**config.mk**
```make
export PLATFORM = sky130hd
export DESIGN_NAME = spq_queue
export DESIGN_NICKNAME = d
export VERILOG_FILES = /design/src/subarray_palindrome_query_unit_defines.svh /design/src/spq_pkg.sv /design/src/spq_queue.sv
export SDC_FILE = /design/constraint.sdc
export NUM_CORES = 1
export LEC_CHECK = 0
export BUFFER_PORTS_ARGS = -buffer_cell sky130_fd_sc_hd__buf_2
export CORE_ASPECT_RATIO = 0.8
export CORE_UTILIZATION = 48
export CTS_CLUSTER_DIAMETER = 50
export DETAILED_ROUTE_END_ITERATION = 8
export PLACE_DENSITY = 0.74
export RECOVER_POWER = 25
export SYNTH_ARGS = -nofsm -noshare
export SYNTH_HDL_FRONTEND = slang
export SYNTH_SLANG_ARGS = --single-unit
```
**constraint.sdc**
```tcl
create_clock -name clk -period 1.5 [get_ports clk]
set_input_delay 0.15 -clock clk [delete_from_list [all_inputs] [get_ports clk]]
set_output_delay 0.15 -clock clk [all_outputs]
set_load 0.05 [all_outputs]
```
**src/subarray_palindrome_query_unit_defines.svh**
```systemverilog
`ifndef SUBARRAY_PALINDROME_QUERY_UNIT_DEFINES_SVH
`define SUBARRAY_PALINDROME_QUERY_UNIT_DEFINES_SVH

// Same-cycle implication, sampled on clk and idle while arst_n is low.
`define SPQ_ASSERT_NOW(lbl, ante, cons, msg) \
	lbl: assert property (@(posedge clk) disable iff (!arst_n) (ante) |-> (cons)) \
		else $error(msg);

// Next-cycle implication, sampled on clk and idle while arst_n is low.
`define SPQ_ASSERT_NEXT(lbl, ante, cons, msg) \
	lbl: assert property (@(posedge clk) disable iff (!arst_n) (ante) |=> (cons)) \
		else $error(msg);

`endif

```
**src/spq_pkg.sv**
```systemverilog
`timescale 1ns / 1ps

package spq_pkg;

	localparam int IDX_W   = 12;
	localparam int VAL_W   = 32;
	localparam int LEN_W   = 12;
	localparam int PADDR_W = 2;
	localparam int PDATA_W = 32;

	localparam int Q_DEPTH = 2;
	localparam int Q_PTR_W = 1;
	localparam int Q_CNT_W = 2;

	localparam logic [PADDR_W-1:0] ADDR_ARRAY_LENGTH = '0;

	localparam logic MODE_LOAD  = 1'b0;
	localparam logic MODE_QUERY = 1'b1;

	typedef enum logic [1:0] {
		CMD_LOAD,
		CMD_CHECK,
		CMD_ANSWER
	} cmd_kind_t;

	typedef enum logic [1:0] {
		ST_IDLE,
		ST_RUN,
		ST_PUT
	} back_state_t;

endpackage

```
**src/spq_queue.sv**
```systemverilog
`timescale 1ns / 1ps

module spq_queue #(
	parameter int WIDTH = 8
) (
	input  logic             clk,
	input  logic             arst_n,
	input  logic             push_valid,
	output logic             push_ready,
	input  logic [WIDTH-1:0] push_data,
	output logic             pop_valid,
	input  logic             pop_ready,
	output logic [WIDTH-1:0] pop_data
);

	logic [WIDTH-1:0]            entries_q [spq_pkg::Q_DEPTH];
	logic [spq_pkg::Q_PTR_W-1:0] wr_ptr_q;
	logic [spq_pkg::Q_PTR_W-1:0] rd_ptr_q;
	logic [spq_pkg::Q_CNT_W-1:0] count_q;
	logic                        push;
	logic                        pop;

	assign push_ready = (count_q != spq_pkg::Q_CNT_W'(spq_pkg::Q_DEPTH));
	assign pop_valid  = (count_q != '0);
	assign pop_data   = entries_q[rd_ptr_q];
	assign push       = push_valid && push_ready;
	assign pop        = pop_valid && pop_ready;

	always_ff @(posedge clk or negedge arst_n) begin
		if (!arst_n) begin
			wr_ptr_q <= '0;
			rd_ptr_q <= '0;
			count_q  <= '0;
		end else begin
			if (push) begin
				wr_ptr_q <= wr_ptr_q + 1'b1;
			end
			if (pop) begin
				rd_ptr_q <= rd_ptr_q + 1'b1;
			end
			if (push && !pop) begin
				count_q <= count_q + 1'b1;
			end else if (pop && !push) begin
				count_q <= count_q - 1'b1;
			end
		end
	end

	always_ff @(posedge clk) begin
		if (push) begin
			entries_q[wr_ptr_q] <= push_data;
		end
	end

endmodule

```
After elaboration in Yosys (flattened, before gate mapping):

Memories as Yosys holds them, arrays and structs flattened.
Index checks and enable logic that the tools add are counted.

* add/sub/neg operators: 4
* equality and inequality tests: 1
* multiplexer cells: 4
* reductions and logical operators: 8

Operator list (number)
* 1-bit logical AND: 4
* 2-bit 2-to-1 mux: 2
* 2-bit nonzero test: 2
* 1-bit adder, second input constant: 2
* 2-bit by 1-bit adder with 2-bit output, second input constant: 1
* 1-bit logical NOT: 2
* 1-bit 2-to-1 mux: 2
* 2-bit inequality test, second input constant: 1
* 2-bit by 1-bit subtractor with 2-bit output, second input constant: 1

* flip-flop bits (word level): 4
* memory bits (writable): 16
* input bits: 12
* output and inout port bits: 10
* logic and storage cells: 21
* memories: 1

Memories
* entries_q: words 2, bits a word 8, rd ports 1, clocked after memory_dff 0, write ports 1, line spq_queue.sv:16 `logic [WIDTH-1:0] entries_q [spq_pkg::Q_DEPTH];`

Logic depth before layout (Yosys ltp):

* depth after elaboration: 6
* depth in mapped cells: 7

Least setup slack after synthesis:

OpenSTA, ideal clock, no wires.

* kind: reg2reg
* start point: reg count_q[0] (netlist name)
* end point: mem entries_q[0][0] (enable)
* library setup time: 0.370 ns
* arrival time: 1.131 ns
* setup slack: -0.001 ns
* stages on the path, launching flop included: 4
* clock period less this slack: 1.501 ns
* cell sequence: dfrtp_1 -> nand2b_4 -> nand2_1 -> nor2_1

* word-level cells in the longest chain between the ends: 4

RTL lines
* from (decl): line spq_queue.sv:19 `logic [spq_pkg::Q_CNT_W-1:0] count_q;`
* from (signal assigned): line spq_queue.sv:42 `count_q <= count_q + 1'b1;`
* from (signal assigned): line spq_queue.sv:44 `count_q <= count_q - 1'b1;`
* 2-bit inequality test: line spq_queue.sv:23 `assign push_ready = (count_q != spq_pkg::Q_CNT_W'(spq_pkg::Q_DEPTH));`
* named net push_ready: line spq_queue.sv:9 `output logic push_ready,`
* 1-bit logical AND: line spq_queue.sv:26 `assign push = push_valid && push_ready;`
* 1-bit 2-to-1 mux: line spq_queue.sv:50 `if (push) begin`
* 1-bit 2-to-1 mux (implied by the code): line spq_queue.sv:51 `entries_q[wr_ptr_q] <= push_data;`
* to (decl): line spq_queue.sv:16

The timed path passes the listed nets, and every way through them passes these cells.

Worst setup path after layout:

* start point: reg rd_ptr_q
* end point: out pop_data[4]

* word-level cells in the longest chain between the ends: 1

RTL lines
* from (decl): line spq_queue.sv:18 `logic [spq_pkg::Q_PTR_W-1:0] rd_ptr_q;`
* from (signal assigned): line spq_queue.sv:39 `rd_ptr_q <= rd_ptr_q + 1'b1;`
* memory 2 x 8 bit
* to (decl): line spq_queue.sv:13 `output logic [WIDTH-1:0] pop_data`

No other way between the ends.

==> results.md <==
* Status: finished, final reports clean
* Fin area at 1050 µm²
* Post-Syn Area at 787 µm²
* Min Tclk post-route at 1.45 ns
* Syn Area/Cell at 18.3 µm²
* Commonest non-fill, non-tap cell in the layout: edfxtp_1
* Worst-Margin Slew at 0.390 ns
* First-pass GRT wire length at 1.83 mm
* Vias/cell at 4.73
* Root Buffer: clkbuf_4
* Final Cycle Share at 0.969
* Layout Cells excl Fill at 95
* Final Max Tran Viols at 0
* CP endpoint kind: output pin
* Clock sink count at 20
* Syn-to-layout area delta at 33.4%
* Die W at 47.3 µm
* Seq. cell area at 583 µm²
* Syn nets at 56
* Ports at 22
* All-layer global routing usage at 0.169
* Starting DRT DRC Count at 11
* Core ar. at 1460 µm²
* # diodes at 0
* Worst EP arrival at 1.30 ns
* Post-Syn Instances at 43
* Power Dens Cells at 2280 nW/µm²
* DRT Pass-1 Iters at 4
* Worst hold path type: input port to flop
* Setup Skew at 0.00372 ns
* RSZ-0062 raised after global routing: true
* Antenna-violating nets left at 0
* Crit-path max FO at 4
* Final Hold Fails at 0
* Final nets at 88
* Initial antenna violation count at 0
* Vias in the first global route at 423
* Post-synthesis register bit count at 20
* Final GP Congestion at 0.698
* Placed cell count at 86
* TritonCTS clock tree: built
* # DRC at 0
* Max Fclk at 688 MHz
* Area of the multi-input gates at 200 µm²
* HPWL after DPL at 851 µm
* Worst slew margin at 0.740
* I/O Buffers at 21
* Die area at 1810 µm²
* Final core occ at 0.721
* Via count at 449
* Post-Place Cell Area at 931 µm²
* Leakage at 0.432 nW
* Clk_lat worst skew at 0.29 ns
* Fraction of layout cells with a size suffix above 1 at 0.595
* Req. time, crit path at 1.35 ns
* Yosys synthesis warning count at 0
* Largest net degree at the start of global routing at 12
* Reg clk slew, reported paths at 0.10 ns
* Setup violators final at 0
* # Max-Cap Violations at 0
* FILL cells at 102
* WL per Instance at 12.8 µm
* Register area share after synthesis at 0.738
* Clock buffer depth at 2
* Cell row count at 12
* Initial Utilization at 0.540
* Commonest cells after routing, fill and taps aside: edfxtp_1 (16), buf_2 (13), mux2_2 (8), buf_6 (8), buf_4 (6)
* Crit Path Category: flop to output pin
* Die H at 38.2 µm
* VDD IR max at 1.63 mV
* Crit start category: flop
* CTS buffer count at 3
* Synth cell types at 14
* GRT overflow at 0
* Final wirelength at 1.21 mm
* # H-tree levels at 1
-- what timing repair did --
item,4_1_cts,5_1_grt
setup buffers,3,1
gates resized for setup,4,21
endpoints found under the setup margin,8,9
endpoints found under the hold margin,4,0
hold buffers,1,0
pin swaps,0,0
-- layer usage --
metal,up-vias,global-route usage,share of wire,wire length (µm)
li1,217,-,-,-
met1,213,0.199,0.43,519
met2,15,0.267,0.51,614
met3,4,0.0519,0.046,56
met4,0,0.107,0.019,23
met5,-,0,0,0
-- cell usage after synthesis --
master    number  area share
edfxtp_1      16        0.61
mux2_2         8        0.11
dfrtp_1        4        0.13
xnor2_1        3       0.033
nor2_1         2      0.0095
xor2_1         2       0.022
and3_1         1      0.0080
buf_2          1      0.0064
ha_1           1       0.016
inv_1          1      0.0048
nand2_1        1      0.0048
nand2_4        1       0.014
nand2b_4       1       0.017
or2_4          1       0.011
-- registers in the layout (all words and copies together) (netlist names) --
signal / count
rd_ptr_q: 1
count_q: 2
entries_q: 16
wr_ptr_q: 1
-- worst max-delay path, stage by stage (launching register included) --
cell and delay [ns]:
dfrtp_2 0.38, buf_4 0.13, mux2_2 0.34, buf_6 0.16
-- stage by stage --
| step | hold WS, ns | TNS (ns) | power (mW) | worst slack [ns] |
|---|---|---|---|---|
| after floorplan | -0.146 | 0 | 1.72 | 0.0155 |
| after global placement | -0.0384 | 0 | 1.92 | 0.119 |
| after detailed placement | -0.0362 | 0 | 1.94 | 0.0320 |
| after CTS | 0.0320 | 0 | 2.27 | 0.000733 |
| after global routing | 0.0169 | -0.0895 | 2.52 | -0.0161 |
| final | 0.0373 | 0 | 2.40 | 0.0461 |
-- where the power goes --
group	internal [mW]	total, mW	switching (mW)
registers	0.782	0.863	0.0811
logic	0.536	1.29	0.754
clock network	0.0968	0.245	0.148
-- cell families (layout without fill, tap and decap cells) --
logic type | after synthesis | after routing | synth area share
flops | 20 | 20 | 0.738
mux | 8 | 8 | 0.114
simple gates | 7 | 7 | 0.0652
xor+xnor | 5 | 5 | 0.0557
buf+inv | 2 | 33 | 0.0111
fa+ha+maj | 1 | 1 | 0.0159
-- path summary, 6_finish.rpt --
kind | from | to | slack, ns | cells past startpoint
worst max register to register | count_q[1] | count_q[1] | 0.05 | 6
worst min register to register | count_q[1] | count_q[1] | 0.53 | 1
min in group asynchronous | arst_n | count_q[0] | 0.19 | 2
worst min-delay path | push_data[3] | entries_q[1][3] | 0.04 | 1
worst max-delay path | rd_ptr_q | pop_data[4] | 0.05 | 3
max in group asynchronous | arst_n | count_q[1] | 1.17 | 2
-- cell type report --
| class | instances | area share |
|---|---|---|
| well taps | 21 | 0.0250 |
| multi-input cells | 21 | 0.191 |
| inverters | 1 | 0.00358 |
| clock buffers | 3 | 0.0215 |
| repair buffers | 28 | 0.200 |
| clock inverters | 1 | 0.00358 |
| flip-flops and latches | 20 | 0.555 |
Note: power is estimated with default switching activity, not from simulation.
