==> src/subarray_palindrome_query_unit_defines.svh <==
`ifndef SUBARRAY_PALINDROME_QUERY_UNIT_DEFINES_SVH
`define SUBARRAY_PALINDROME_QUERY_UNIT_DEFINES_SVH

// Same-cycle implication, sampled on clk and idle while arst_n is low.
`define SPQ_ASSERT_NOW(lbl, ante, cons, msg) \
	lbl: assert property (@(posedge clk) disable iff (!arst_n) (ante) |-> (cons)) \
		else $error(msg);

// Next-cycle implication, sampled on clk and idle while arst_n is low.
`define SPQ_ASSERT_NEXT(lbl, ante, cons, msg) \
	lbl: assert property (@(posedge clk) disable iff (!arst_n) (ante) |=> (cons)) \
		else $error(msg);

`endif

==> src/spq_pkg.sv <==
`timescale 1ns / 1ps

package spq_pkg;

	localparam int IDX_W   = 12;
	localparam int VAL_W   = 32;
	localparam int LEN_W   = 12;
	localparam int PADDR_W = 2;
	localparam int PDATA_W = 32;

	localparam int Q_DEPTH = 2;
	localparam int Q_PTR_W = 1;
	localparam int Q_CNT_W = 2;

	localparam logic [PADDR_W-1:0] ADDR_ARRAY_LENGTH = '0;

	localparam logic MODE_LOAD  = 1'b0;
	localparam logic MODE_QUERY = 1'b1;

	typedef enum logic [1:0] {
		CMD_LOAD,
		CMD_CHECK,
		CMD_ANSWER
	} cmd_kind_t;

	typedef enum logic [1:0] {
		ST_IDLE,
		ST_RUN,
		ST_PUT
	} back_state_t;

endpackage

==> src/spq_in_if.sv <==
`timescale 1ns / 1ps

interface spq_in_if;
	logic                     valid;
	logic                     ready;
	logic                     mode;
	logic [spq_pkg::IDX_W-1:0] load_index;
	logic [spq_pkg::VAL_W-1:0] load_value;
	logic [spq_pkg::IDX_W-1:0] query_start;
	logic [spq_pkg::IDX_W-1:0] query_end;

	modport source (
		output valid, mode, load_index, load_value, query_start, query_end,
		input  ready
	);
	modport sink (
		input  valid, mode, load_index, load_value, query_start, query_end,
		output ready
	);
endinterface

==> src/spq_front.sv <==
`timescale 1ns / 1ps

module spq_front #(
	parameter int MAX_LEN    = 2048,
	parameter int VALUE_BITS = 32,
	parameter int AW         = $clog2(MAX_LEN),
	parameter int ENTRY_W    = 2 + 2 * AW + VALUE_BITS + 1
) (
	spq_in_if.sink                   cmd,
	input  logic [spq_pkg::LEN_W-1:0] array_length,
	output logic                     push_valid,
	input  logic                     push_ready,
	output logic [ENTRY_W-1:0]       push_data
);

	localparam int CLOG_LEN = $clog2(MAX_LEN + 1);
	localparam int CW = (spq_pkg::IDX_W > CLOG_LEN) ? spq_pkg::IDX_W : CLOG_LEN;
	localparam logic [CW-1:0] MAX_LEN_C = CW'(MAX_LEN);

	typedef struct packed {
		spq_pkg::cmd_kind_t    kind;
		logic [AW-1:0]         lo;
		logic [AW-1:0]         hi;
		logic [VALUE_BITS-1:0] value;
		logic                  answer;
	} entry_t;

	entry_t        entry;
	logic [CW-1:0] eff_len;
	logic [CW-1:0] idx_w;
	logic [CW-1:0] start_w;
	logic [CW-1:0] end_w;
	logic          load_ok;
	logic          query_ok;

	always_comb begin
		idx_w   = CW'(cmd.load_index);
		start_w = CW'(cmd.query_start);
		end_w   = CW'(cmd.query_end);
		eff_len = (CW'(array_length) > MAX_LEN_C) ? MAX_LEN_C : CW'(array_length);

		load_ok  = (idx_w != '0) && (idx_w <= MAX_LEN_C);
		query_ok = (start_w != '0) && (start_w <= end_w) && (end_w <= eff_len);

		entry.value  = VALUE_BITS'(cmd.load_value);
		entry.answer = 1'b0;
		if (cmd.mode == spq_pkg::MODE_LOAD) begin
			entry.kind = spq_pkg::CMD_LOAD;
			entry.lo   = AW'(idx_w - CW'(1));
			entry.hi   = AW'(idx_w - CW'(1));
		end else begin
			entry.lo = AW'(start_w - CW'(1));
			entry.hi = AW'(end_w - CW'(1));
			if (!query_ok) begin
				entry.kind = spq_pkg::CMD_ANSWER;
			end else if (start_w == end_w) begin
				// A single element always reads the same both ways.
				entry.kind   = spq_pkg::CMD_ANSWER;
				entry.answer = 1'b1;
			end else begin
				entry.kind = spq_pkg::CMD_CHECK;
			end
		end
	end

	// Loads outside the store are taken and dropped.
	assign push_valid = cmd.valid && !((cmd.mode == spq_pkg::MODE_LOAD) && !load_ok);
	assign push_data  = entry;
	assign cmd.ready  = push_ready;

endmodule

==> src/flat_wrapper.sv <==
// flat-port wrapper written by rule: the top's interface ports become plain ports
module spq_front_flat 
#(
	parameter int MAX_LEN    = 2048,
	parameter int VALUE_BITS = 32,
	parameter int AW         = $clog2(MAX_LEN),
	parameter int ENTRY_W    = 2 + 2 * AW + VALUE_BITS + 1
)
  (array_length, push_valid, push_ready, push_data, cmd_valid, cmd_mode, cmd_load_index, cmd_load_value, cmd_query_start, cmd_query_end, cmd_ready);
  spq_in_if cmd_i ();
  input  logic [spq_pkg::LEN_W-1:0] array_length;
  output logic push_valid;
  input  logic push_ready;
  output logic [ENTRY_W-1:0] push_data;
  input wire logic [$bits(cmd_i.valid)-1:0] cmd_valid;
  input wire logic [$bits(cmd_i.mode)-1:0] cmd_mode;
  input wire logic [$bits(cmd_i.load_index)-1:0] cmd_load_index;
  input wire logic [$bits(cmd_i.load_value)-1:0] cmd_load_value;
  input wire logic [$bits(cmd_i.query_start)-1:0] cmd_query_start;
  input wire logic [$bits(cmd_i.query_end)-1:0] cmd_query_end;
  output wire logic [$bits(cmd_i.ready)-1:0] cmd_ready;
  assign cmd_i.valid = cmd_valid;
  assign cmd_i.mode = cmd_mode;
  assign cmd_i.load_index = cmd_load_index;
  assign cmd_i.load_value = cmd_load_value;
  assign cmd_i.query_start = cmd_query_start;
  assign cmd_i.query_end = cmd_query_end;
  assign cmd_ready = cmd_i.ready;
  spq_front #(.MAX_LEN(MAX_LEN), .VALUE_BITS(VALUE_BITS), .AW(AW), .ENTRY_W(ENTRY_W)) u_core (.cmd(cmd_i), .array_length(array_length), .push_valid(push_valid), .push_ready(push_ready), .push_data(push_data));
endmodule
==> config.mk <==
export PLATFORM = sky130hd
export DESIGN_NAME = spq_front_flat
export DESIGN_NICKNAME = d
export VERILOG_FILES = /design/src/subarray_palindrome_query_unit_defines.svh /design/src/spq_pkg.sv /design/src/spq_in_if.sv /design/src/spq_front.sv /design/src/flat_wrapper.sv
export SDC_FILE = /design/constraint.sdc
export NUM_CORES = 1
export LEC_CHECK = 0
export BUFFER_PORTS_ARGS = -buffer_cell sky130_fd_sc_hd__buf_2
export CORE_MARGIN = 3
export CORE_UTILIZATION = 39
export DETAILED_ROUTE_END_ITERATION = 12
export GPL_TIMING_DRIVEN = 0
export PLACE_DENSITY = 0.85
export SLEW_MARGIN = 20
export SYNTH_ARGS = -nofsm -noshare
export SYNTH_HDL_FRONTEND = slang
export SYNTH_SLANG_ARGS = --single-unit
==> constraint.sdc <==
create_clock -name vclk -period 2.5
set_input_delay 0.25 -clock vclk [all_inputs]
set_output_delay 0.25 -clock vclk [all_outputs]
set_load 0.02 [all_outputs]
# Word-level counts from Yosys, hierarchy flattened
# Index checks and enable logic that the tools add are counted.
# W data, S select, Z words.
# word_totals
elab_cells	25
input_bits	83
ramBits	0
rom_bits	0
output_inout_bits	59
latchBits	0
n_memories	0
reg_bits	0
# op_classes
eq_ne	1
addsub	3
n_mul	0
n_bitwise	1
muxes	7
n_reduce_logical	9
div	0
order_cmp	4
shift	0
# ops
op	count
$sub A11 B1 Y11 const B	3
$le A12 B12 Y1	2
$mux W24	1
$reduce_bool A12 Y1	2
$eq A12 B12 Y1	1
$gt A12 B12 Y1 const B	1
$le A12 B12 Y1 const B	1
$mux W12	1
$logic_and A1 B1 Y1	5
$mux W2	2
$mux W1	3
$logic_not A1 Y1	2
$not A1 Y1	1

# Logic depth before layout (Yosys ltp)
# Gate-level depths: netlist (run 1).
# logic_depth
word_depth	6
mapped_depth	10
ltp_nobuf	9

# Worst setup path after synthesis (run 1)
# No wires, ideal clock.
# synth_path
kind	input to output
from	input port array_length[11] (netlist bit)
to	output port push_data[0]
slack_ns	0.150
n_path_buf	1
arrival_ns	2.100
stages	10
path_cell_list	inv_1 -> clkbuf_1 -> nand2_1 -> ha_1 -> nor2b_1 -> o211ai_1 -> a211oi_1 -> a2111oi_0 -> o32a_1 -> and3_1
# synth_between
elab_chain_cells	6
# synth_lines
element	line_no	rtl
start: declaration	flat_wrapper.sv:11	input logic [spq_pkg::LEN_W-1:0] array_length;
$gt A12 B12 Y1	spq_front.sv:40	eff_len = (CW'(array_length) > MAX_LEN_C) ? MAX_LEN_C : CW'(array_length);
$mux W12 (*)	spq_front.sv:40	
$le A12 B12 Y1 (*)	spq_front.sv:43	query_ok = (start_w != '0) && (start_w <= end_w) && (end_w <= eff_len);
$logic_and A1 B1 Y1 (*)	spq_front.sv:43	
$mux W1 (*)	spq_front.sv:54	if (!query_ok) begin
$mux W1 (*)	spq_front.sv:47	if (cmd.mode == spq_pkg::MODE_LOAD) begin
end: declaration	flat_wrapper.sv:14	output logic [ENTRY_W-1:0] push_data;
# Every way passes the cells marked *; elsewhere a longest branch is shown, timed or not.

# Final worst setup path (run 1)
# layout_path
from	input port array_length[11] (netlist bit)
to	output port push_data[55]
# layout_between
elab_chain_cells	6
# layout_lines
element	line_no
$gt A12 B12 Y1	spq_front.sv:40
$mux W12 (*)	spq_front.sv:40
$le A12 B12 Y1 (*)	spq_front.sv:43
$logic_and A1 B1 Y1 (*)	spq_front.sv:43
$mux W2 (*)	spq_front.sv:54
$mux W24 (*)	spq_front.sv:47
# Marked as above.

==> impl_metrics.tcl, run 1 <==
set metrics [dict create \
    run_status "finished clean" \
    design.seq.count 0 \
    place_area_mm2 0.002133 \
    drc 0 \
    max_cap_violations 0 \
    ff_latch_area_um2 0 \
    hold_slack_ps 716.7 \
    count_of_warnings_emitted_by_yosys 0 \
    grt_use_total 0.1701 \
    power.total_uw 455.0 \
    global_route.overflow_total 0 \
    finalWeightedCongestion 0.9021 \
    synth_cell_type_count 34 \
    detail_route.iter0.violations 37 \
    post_route_cells_drive_above_1_share 0.4629 \
    design.final.nets 449 \
    route.vias.total 1885 \
    drt_pass1_iterations 4 \
    synth_fp_nets 337 \
    worstSetupEndpoint "push_data[55]" \
    ys_seq_area_frac 0 \
    power_per_cell_area_mw_per_mm2 200.5 \
    crit_fanout 6 \
    final-setup-viol-count 0 \
    crit_required_ps 2250 \
    post_synth_instance_area_mm2 0.001533 \
    arrival_ps 2110 \
    avg_wl_per_cell_um 11.88 \
    detail_route.vias_per_cell 4.896 \
    design_area_mm2 0.002270 \
    cpPeakStageDelay_ps 280 \
    maximum_number_of_pins_on_one_net_before_global_route_repair 11 \
    placement.io_buffers 108 \
    hold_violations 0 \
    initial_core_util 0.4125 \
    syn_avg_cell_area_um2 6.752 \
    finalWirelength_um 4573 \
    setup_tns_ps 0 \
    hp-class "input port to output pin" \
    syn2layout_area_growth_pct 48.08 \
    startpoint "array_length[11]" \
    core_area_mm2 0.003716 \
    startpoint_kind_of_the_worst_setup_timing_path "input port" \
    num_antenna_cells 0 \
    layout.cells.most_common_list "buf_2, buf_4, a21oi_1" \
    drv_slew 0 \
    row_count 22 \
    leakage_nw 1.191 \
    path_cells "buf_6, inv_2, buf_6, buf_12, buf_4, nand2_1, ha_4, a21oi_1, a21oi_1, a2111oi_4, o32a_1, and3_4, buf_6" \
    finish.utilization 0.6108 \
    clock_buffers 0 \
    fp.dieArea_mm2 0.004718 \
    boundaryPins 142 \
    min_period_over_period 0.9440 \
    post-route-min-period_ps 2360 \
    place_worst_setup_slack_ps -281.8 \
    worst-slew-pin-transition_ps 487.6 \
    dieHeight_um 68.69 \
    grt_pass1_vias 1655 \
    antenna_found_initial 0 \
    grt_first_pass_wirelength_um 6506 \
    antenna_left 0 \
    die_x_um 68.69 \
    cell_count_post_placement 383 \
    crit_top_cell "buf_6" \
    achievable-frequency_mhz 423.7 \
    maxSlewHeadroom 0.6749 \
    layout.cells.most_common "buf_2" \
    setup_slack_ps 140.1 \
    category_of_the_critical_setup_timing_path "input port to output pin" \
    stdcell_count 385 \
    type_of_destination_of_the_critical_path "output pin" \
    mapped_cells 227 \
    worst_ir_drop_vdd_v 0.0001170 \
    cell_at_the_slowest_stage_of_the_critical_path "a2111oi_4" \
    detailed_place_hpwl_um 4061 \
]
## cell families (layout without fill, tap and decap cells)
group,Yosys count,count (layout),synth area share
compound gates,45,45,0.1772
simple gates,75,75,0.2441
buf+inv,55,165,0.2155
fa+ha+maj,27,27,0.2204
xor+xnor,25,25,0.1429
## cell type report
cell class,instances,area (um2)
fillers,388,1446
plain buffers,38,274.0
well taps,48,60.06
inverters,17,63.81
repair buffers,110,586.8
multi-input cells,172,1285
## power breakdown
group          leakage (nW)  internal [mW]  total (mW)  switching [mW]
clock                     0              0           0               0
combinational          1.19          0.203       0.455           0.252
sequential                0              0           0               0
total                  1.19          0.203       0.455           0.252
## metal layers
metal	share of wire	up-vias	routed length (um)	GRT usage
li1	-	983	-	-
met1	0.39	818	1777	0.2106
met2	0.50	82	2273	0.3302
met3	0.11	2	495	0.01945
met4	0.0059	0	27	0
met5	0	-	0	0
## critical path, delay by kind of cell
family | cells | cell delay (ps)
buffers and inverters | 6 | 580
AND/OR/NAND/NOR | 2 | 290
adder cells (fa/ha/maj) | 1 | 210
AO/OA/AOI/OAI | 4 | 780
## what timing repair did
action | CTS | global route
resized for setup | 2 | 21
setup buffers | 0 | 2
endpoints found under the setup margin | 3 | 3
pin swaps | 1 | 6
hold buffers | 0 | 0
cloned | 0 | 0
hold endpoints to repair | 0 | 0
## worst min path at each step
stage	from	end	slack, ps	depth (start not counted)
after global routing	cmd_load_value[31]	push_data[32]	720	2
after detailed placement	cmd_load_value[7]	push_data[8]	720	2
after floorplan	push_ready	cmd_ready	610	1
after global placement	cmd_load_value[5]	push_data[6]	720	2
final	cmd_load_value[10]	push_data[11]	720	2
after CTS	cmd_load_value[7]	push_data[8]	720	2
## cell usage after synthesis, drive strengths merged (4+ instances only)
cell type / count / area (um2)
xnor2: 16 / 140.1
a21oi: 27 / 135.1
nor2: 18 / 67.56
nand2: 20 / 75.07
or3: 5 / 41.29
inv: 17 / 63.81
xor2: 9 / 78.83
ha: 27 / 337.8
buf: 35 / 255.3
nor2b: 4 / 25.02
nor3: 11 / 55.05
nand4: 6 / 37.54
(Power assumes the default switching activity.)
==> run 2, diff against run 1 <==
--- a/config.mk
+++ b/config.mk
@@ -7,10 +7,10 @@
 export LEC_CHECK = 0
 export BUFFER_PORTS_ARGS = -buffer_cell sky130_fd_sc_hd__buf_2
 export CORE_MARGIN = 3
-export CORE_UTILIZATION = 39
+export CORE_UTILIZATION = 36
 export DETAILED_ROUTE_END_ITERATION = 12
 export GPL_TIMING_DRIVEN = 0
-export PLACE_DENSITY = 0.85
+export PLACE_DENSITY = 0.83
 export SLEW_MARGIN = 20
 export SYNTH_ARGS = -nofsm -noshare
 export SYNTH_HDL_FRONTEND = slang
==> constraint.sdc (replaced) <==
create_clock -name vclk -period 2.1
set_input_delay 0.21 -clock vclk [all_inputs]
set_output_delay 0.21 -clock vclk [all_outputs]
set_load 0.02 [all_outputs]
==> impl_metrics.tcl, run 2 (synthesis results as in run 1) <==
set metrics [dict create \
    drv_slew 0 \
    startpoint "cmd_query_start[1]" \
    hold_violations 0 \
    maxSlewHeadroom 0.6729 \
    finalWirelength_um 5160 \
    setup_tns_ps -647.7 \
    grt_first_pass_wirelength_um 7748 \
    global_route.overflow_total 0 \
    worstSetupEndpoint "push_data[56]" \
    core_area_mm2 0.004058 \
    die_x_um 71.25 \
    final-setup-viol-count 3 \
    arrival_ps 2120 \
    cpPeakStageDelay_ps 400 \
    setup_slack_ps -232.1 \
    detailed_place_hpwl_um 4262 \
    run_status "complete, but fails checks" \
    worst_ir_drop_vdd_v 0.0001199 \
    crit_fanout 3 \
    timing.hold.worst_path_depth 2 \
    avg_wl_per_cell_um 13.20 \
    max_cap_violations 0 \
    dieHeight_um 71.25 \
    grt_pass1_vias 1942 \
    design.final.nets 453 \
    boundaryPins 142 \
    filler_cell_count 396 \
    top_signal_layer_used "met4" \
    startpoint_kind_of_the_worst_setup_timing_path "input port" \
    clock_buffers 0 \
    finalWeightedCongestion 0.8351 \
    antenna_found_initial 0 \
    critical_path_buf_inv_count 4 \
    detail_route.iter0.violations 72 \
    dr_wl_met2_um 2707 \
    row_count 23 \
    layout.cells.most_common_list "buf_2, buf_4, a21oi_1" \
    family_with_the_most_delay_on_the_worst_path "simple AND/OR/NAND/NOR gates" \
    drc 0 \
    crit_required_ps 1890 \
    drt_pass1_iterations 4 \
    achievable-frequency_mhz 428.8 \
    design.seq.count 0 \
    post_route_cells_drive_above_1_share 0.5191 \
    layout.cells.most_common "buf_2" \
    failed_checks "setup timing" \
    power.total_uw 591.3 \
    multi_input_gate_area_in_the_final_layout_mm2 0.001398 \
    metal1_wirelength_um 1951 \
    crit_top_cell "or3_4" \
    worst-path-stages 10 \
    min_period_over_period 1.111 \
    route.vias.total 1973 \
    category_of_the_critical_setup_timing_path "input port to output pin" \
    fp.dieArea_mm2 0.005077 \
    power_per_cell_area_mw_per_mm2 243.6 \
    post-route-min-period_ps 2332 \
    route.met3.wl_um 463 \
    leakage_nw 1.238 \
    worst-slew-pin-transition_ps 490.6 \
    placement.io_buffers 108 \
    initial_core_util 0.3777 \
    ff_latch_area_um2 0 \
    syn2layout_area_growth_pct 58.37 \
    grt_use_total 0.1774 \
    type_of_destination_of_the_critical_path "output pin" \
    cell_at_the_slowest_stage_of_the_critical_path "o32a_1" \
    hp-class "input port to output pin" \
    num_antenna_cells 0 \
    grt_setup_unrepaired "true" \
    hold_bufs_at_cts 0 \
    detail_route.vias_per_cell 5.046 \
    maximum_number_of_pins_on_one_net_before_global_route_repair 11 \
    path_cells "buf_2, inv_2, ha_4, nand2_2, or3_4, or3_4, o32a_1, buf_4, a21boi_2, buf_6" \
    antenna_left 0 \
]
==> run 2: cell count changes in the layout (fill, tap and decap cells not counted), moves of 2 or more <==
cell     before  now
nand2_4       1    3
inv_1        16   14
buf_4        34   38
nand2_1      19   13
nand2_2       0    4
ha_4          3    8
ha_1         24   19
==> run 2: layout make-up <==
class	count	area share
Buffer	38	0.1144
Inverter	17	0.02732
Tap cell	50	0.02577
Multi-Input combinational cell	172	0.5758
Timing Repair Buffer	114	0.2567
==> run 2: worst min-delay path by stage <==
stage	slack [ps]	end	startpoint
floorplan	530	cmd_ready	push_ready
global placement	640	push_data[11]	cmd_load_value[10]
detailed placement	640	push_data[17]	cmd_load_value[16]
CTS	640	push_data[17]	cmd_load_value[16]
global route	640	push_data[17]	cmd_load_value[16]
finish	640	push_data[31]	cmd_load_value[30]
==> run 2: per-layer routing <==
metal / vias to the layer above / track usage
met2: 90 / 0.3398
met4: 0 / 0.02088
met5: - / 0
met1: 889 / 0.2103
li1: 990 / -
met3: 4 / 0.02945
==> run 2: where the power goes <==
group | total [mW] | internal (mW) | leakage (nW) | switching [mW]
Clock | 0 | 0 | 0 | 0
Combinational | 0.591 | 0.268 | 1.24 | 0.324
Sequential | 0 | 0 | 0 | 0
==> run 2: timing repair <==
item / in CTS / in global routing
pin swaps: 10 / 12
endpoints found under the setup margin: 3 / 5
gates resized for setup: 20 / 24
endpoints found under the hold margin: 0 / 0
setup buffers: 3 / 3
==> run 2: per-stage QoR <==
step | area [um2] | setup slack [ps] | cells | utilization | hold slack [ps]
detailed placement | 2143 | -466.6 | 385 | 0.5282 | 637.9
global placement | 2143 | -405.2 | 385 | 0.5282 | 638.1
floorplan | 1540 | 9.954 | 227 | - | 532.6
finish | 2427 | -232.1 | 391 | 0.5982 | 636.9
CTS | 2256 | -234.2 | 388 | 0.5560 | 637.9
global route | 2427 | -291.0 | 391 | 0.5982 | 642.9
==> run 3, diff against run 2 <==
--- a/config.mk
+++ b/config.mk
@@ -7,10 +7,11 @@
 export LEC_CHECK = 0
 export BUFFER_PORTS_ARGS = -buffer_cell sky130_fd_sc_hd__buf_2
 export CORE_MARGIN = 3
-export CORE_UTILIZATION = 36
+export CORE_UTILIZATION = 39
 export DETAILED_ROUTE_END_ITERATION = 12
 export GPL_TIMING_DRIVEN = 0
-export PLACE_DENSITY = 0.83
+export PLACE_DENSITY = 0.85
+export SETUP_SLACK_MARGIN = 0.2
 export SLEW_MARGIN = 20
 export SYNTH_ARGS = -nofsm -noshare
 export SYNTH_HDL_FRONTEND = slang
==> constraint.sdc (replaced) <==
create_clock -name vclk -period 2.6
set_input_delay 0.26 -clock vclk [all_inputs]
set_output_delay 0.26 -clock vclk [all_outputs]
set_load 0.02 [all_outputs]
==> impl_metrics.tcl, run 3 (synthesis results as in run 1) <==
set metrics [dict create \
    startpoint_kind_of_the_worst_setup_timing_path "input port" \
    gr-max-usage-layer "met2" \
    hold_violations 0 \
    min_period_over_period 0.9130 \
    num_antenna_cells 0 \
    route.vias.total 1883 \
    initial_core_util 0.4125 \
    design.final.nets 448 \
    detailed_place_hpwl_um 4061 \
    setup_tns_ps 0 \
    grt_first_pass_wirelength_um 6617 \
    antenna_left 0 \
    grt_use_total 0.1724 \
    boundaryPins 142 \
    grtUsageMet1 0.2125 \
    antenna_found_initial 0 \
    global_route.overflow_total 0 \
    drv_slew 0 \
    dieHeight_um 68.69 \
    post_route_cells_drive_above_1_share 0.4613 \
    core_area_mm2 0.003716 \
    arrival_ps 2110 \
    placement.io_buffers 108 \
    crit_fanout 7 \
    clock_buffers 0 \
    ff_latch_area_um2 0 \
    finalWirelength_um 4522 \
    worst-slew-pin-transition_ps 488.2 \
    grt_pass1_vias 1674 \
    maxSlewHeadroom 0.6746 \
    design_area_mm2 0.002252 \
    layout.cells.most_common_list "buf_2, buf_4, a21oi_1" \
    leakage_nw 1.185 \
    drt_pass1_iterations 4 \
    detail_route.vias_per_cell 4.904 \
    type_of_destination_of_the_critical_path "output pin" \
    hp-class "input port to output pin" \
    avg_wl_per_cell_um 11.78 \
    row_count 22 \
    layout.cells.most_common "buf_2" \
    grt.met2_usage 0.3361 \
    fp.dieArea_mm2 0.004718 \
    grt_setup_unrepaired "true" \
    worst_ir_drop_vdd_v 0.0001125 \
    power_per_cell_area_mw_per_mm2 193.2 \
    achievable-frequency_mhz 421.2 \
    filler_cell_count 386 \
    detail_route.iter0.violations 34 \
    final-setup-viol-count 0 \
    run_status "finished clean" \
    drc 0 \
    post-route-min-period_ps 2374 \
    finalWeightedCongestion 0.9021 \
    category_of_the_critical_setup_timing_path "input port to output pin" \
    maximum_number_of_pins_on_one_net_before_global_route_repair 11 \
    crit_required_ps 2340 \
    design.seq.count 0 \
    syn2layout_area_growth_pct 46.94 \
    multi_input_gate_area_in_the_final_layout_mm2 0.001275 \
    groute.layer.met3.usage 0.01945 \
    place_area_mm2 0.002133 \
    die_x_um 68.69 \
    max_cap_violations 0 \
]
[run 3: timing repair]
action,in CTS,in global routing
hold endpoints to repair,0,0
pin swaps,2,10
endpoints found under the setup margin,3,3
buffers inserted,0,1
hold buffers,0,0
gates resized for setup,8,17
[run 3: final timing paths]
path / startpoint / end / slack (ps) / cells past startpoint
max: array_length[11] / push_data[0] / 230 / 12
min: cmd_load_value[10] / push_data[11] / 740 / 2
[run 3: layout make-up]
class / instances / share of cell area
Inverter: 17 / 0.02944
Tap cell: 48 / 0.02667
Timing Repair Buffer: 109 / 0.2544
Buffer: 38 / 0.1233
Multi-Input combinational cell: 172 / 0.5661
[run 3: per-layer routing]
layer | routed length (um) | vias up | part of all wire
met5 | 0 | - | 0
met4 | 19 | 0 | 0.0042
met3 | 484 | 2 | 0.11
met2 | 2262 | 78 | 0.50
met1 | 1755 | 822 | 0.39
li1 | - | 981 | -
[run 3: per-stage QoR]
stage          instances    util  hold WS, ps  power [mW]  setup WS [ps]
3_3_place_gp         383  0.5741        738.0      0.4005         -174.8
3_5_place_dp         383  0.5741        738.3      0.4101         -201.8
6_report             384  0.6061        736.7      0.4351          226.1
2_1_floorplan        227       -        632.6      0.2662          229.6
5_1_grt              384  0.6061        740.2      0.4823          118.3
4_1_cts              383  0.5811        738.1      0.4184          203.3
[run 3: report_power, final]
part           internal (mW)  switching (mW)  leakage (nW)
clock network              0               0             0
logic                  0.194           0.241          1.19
registers                  0               0             0
[run 3: worst max-delay path: stages]
cell and delay (ps):
buf_8 100, inv_4 50, buf_8 100, buf_4 140
nand2_1 60, ha_1 290, nand4_1 180, a211oi_2 330
a2111oi_4 90, o32a_1 200, and3_4 190, buf_6 120
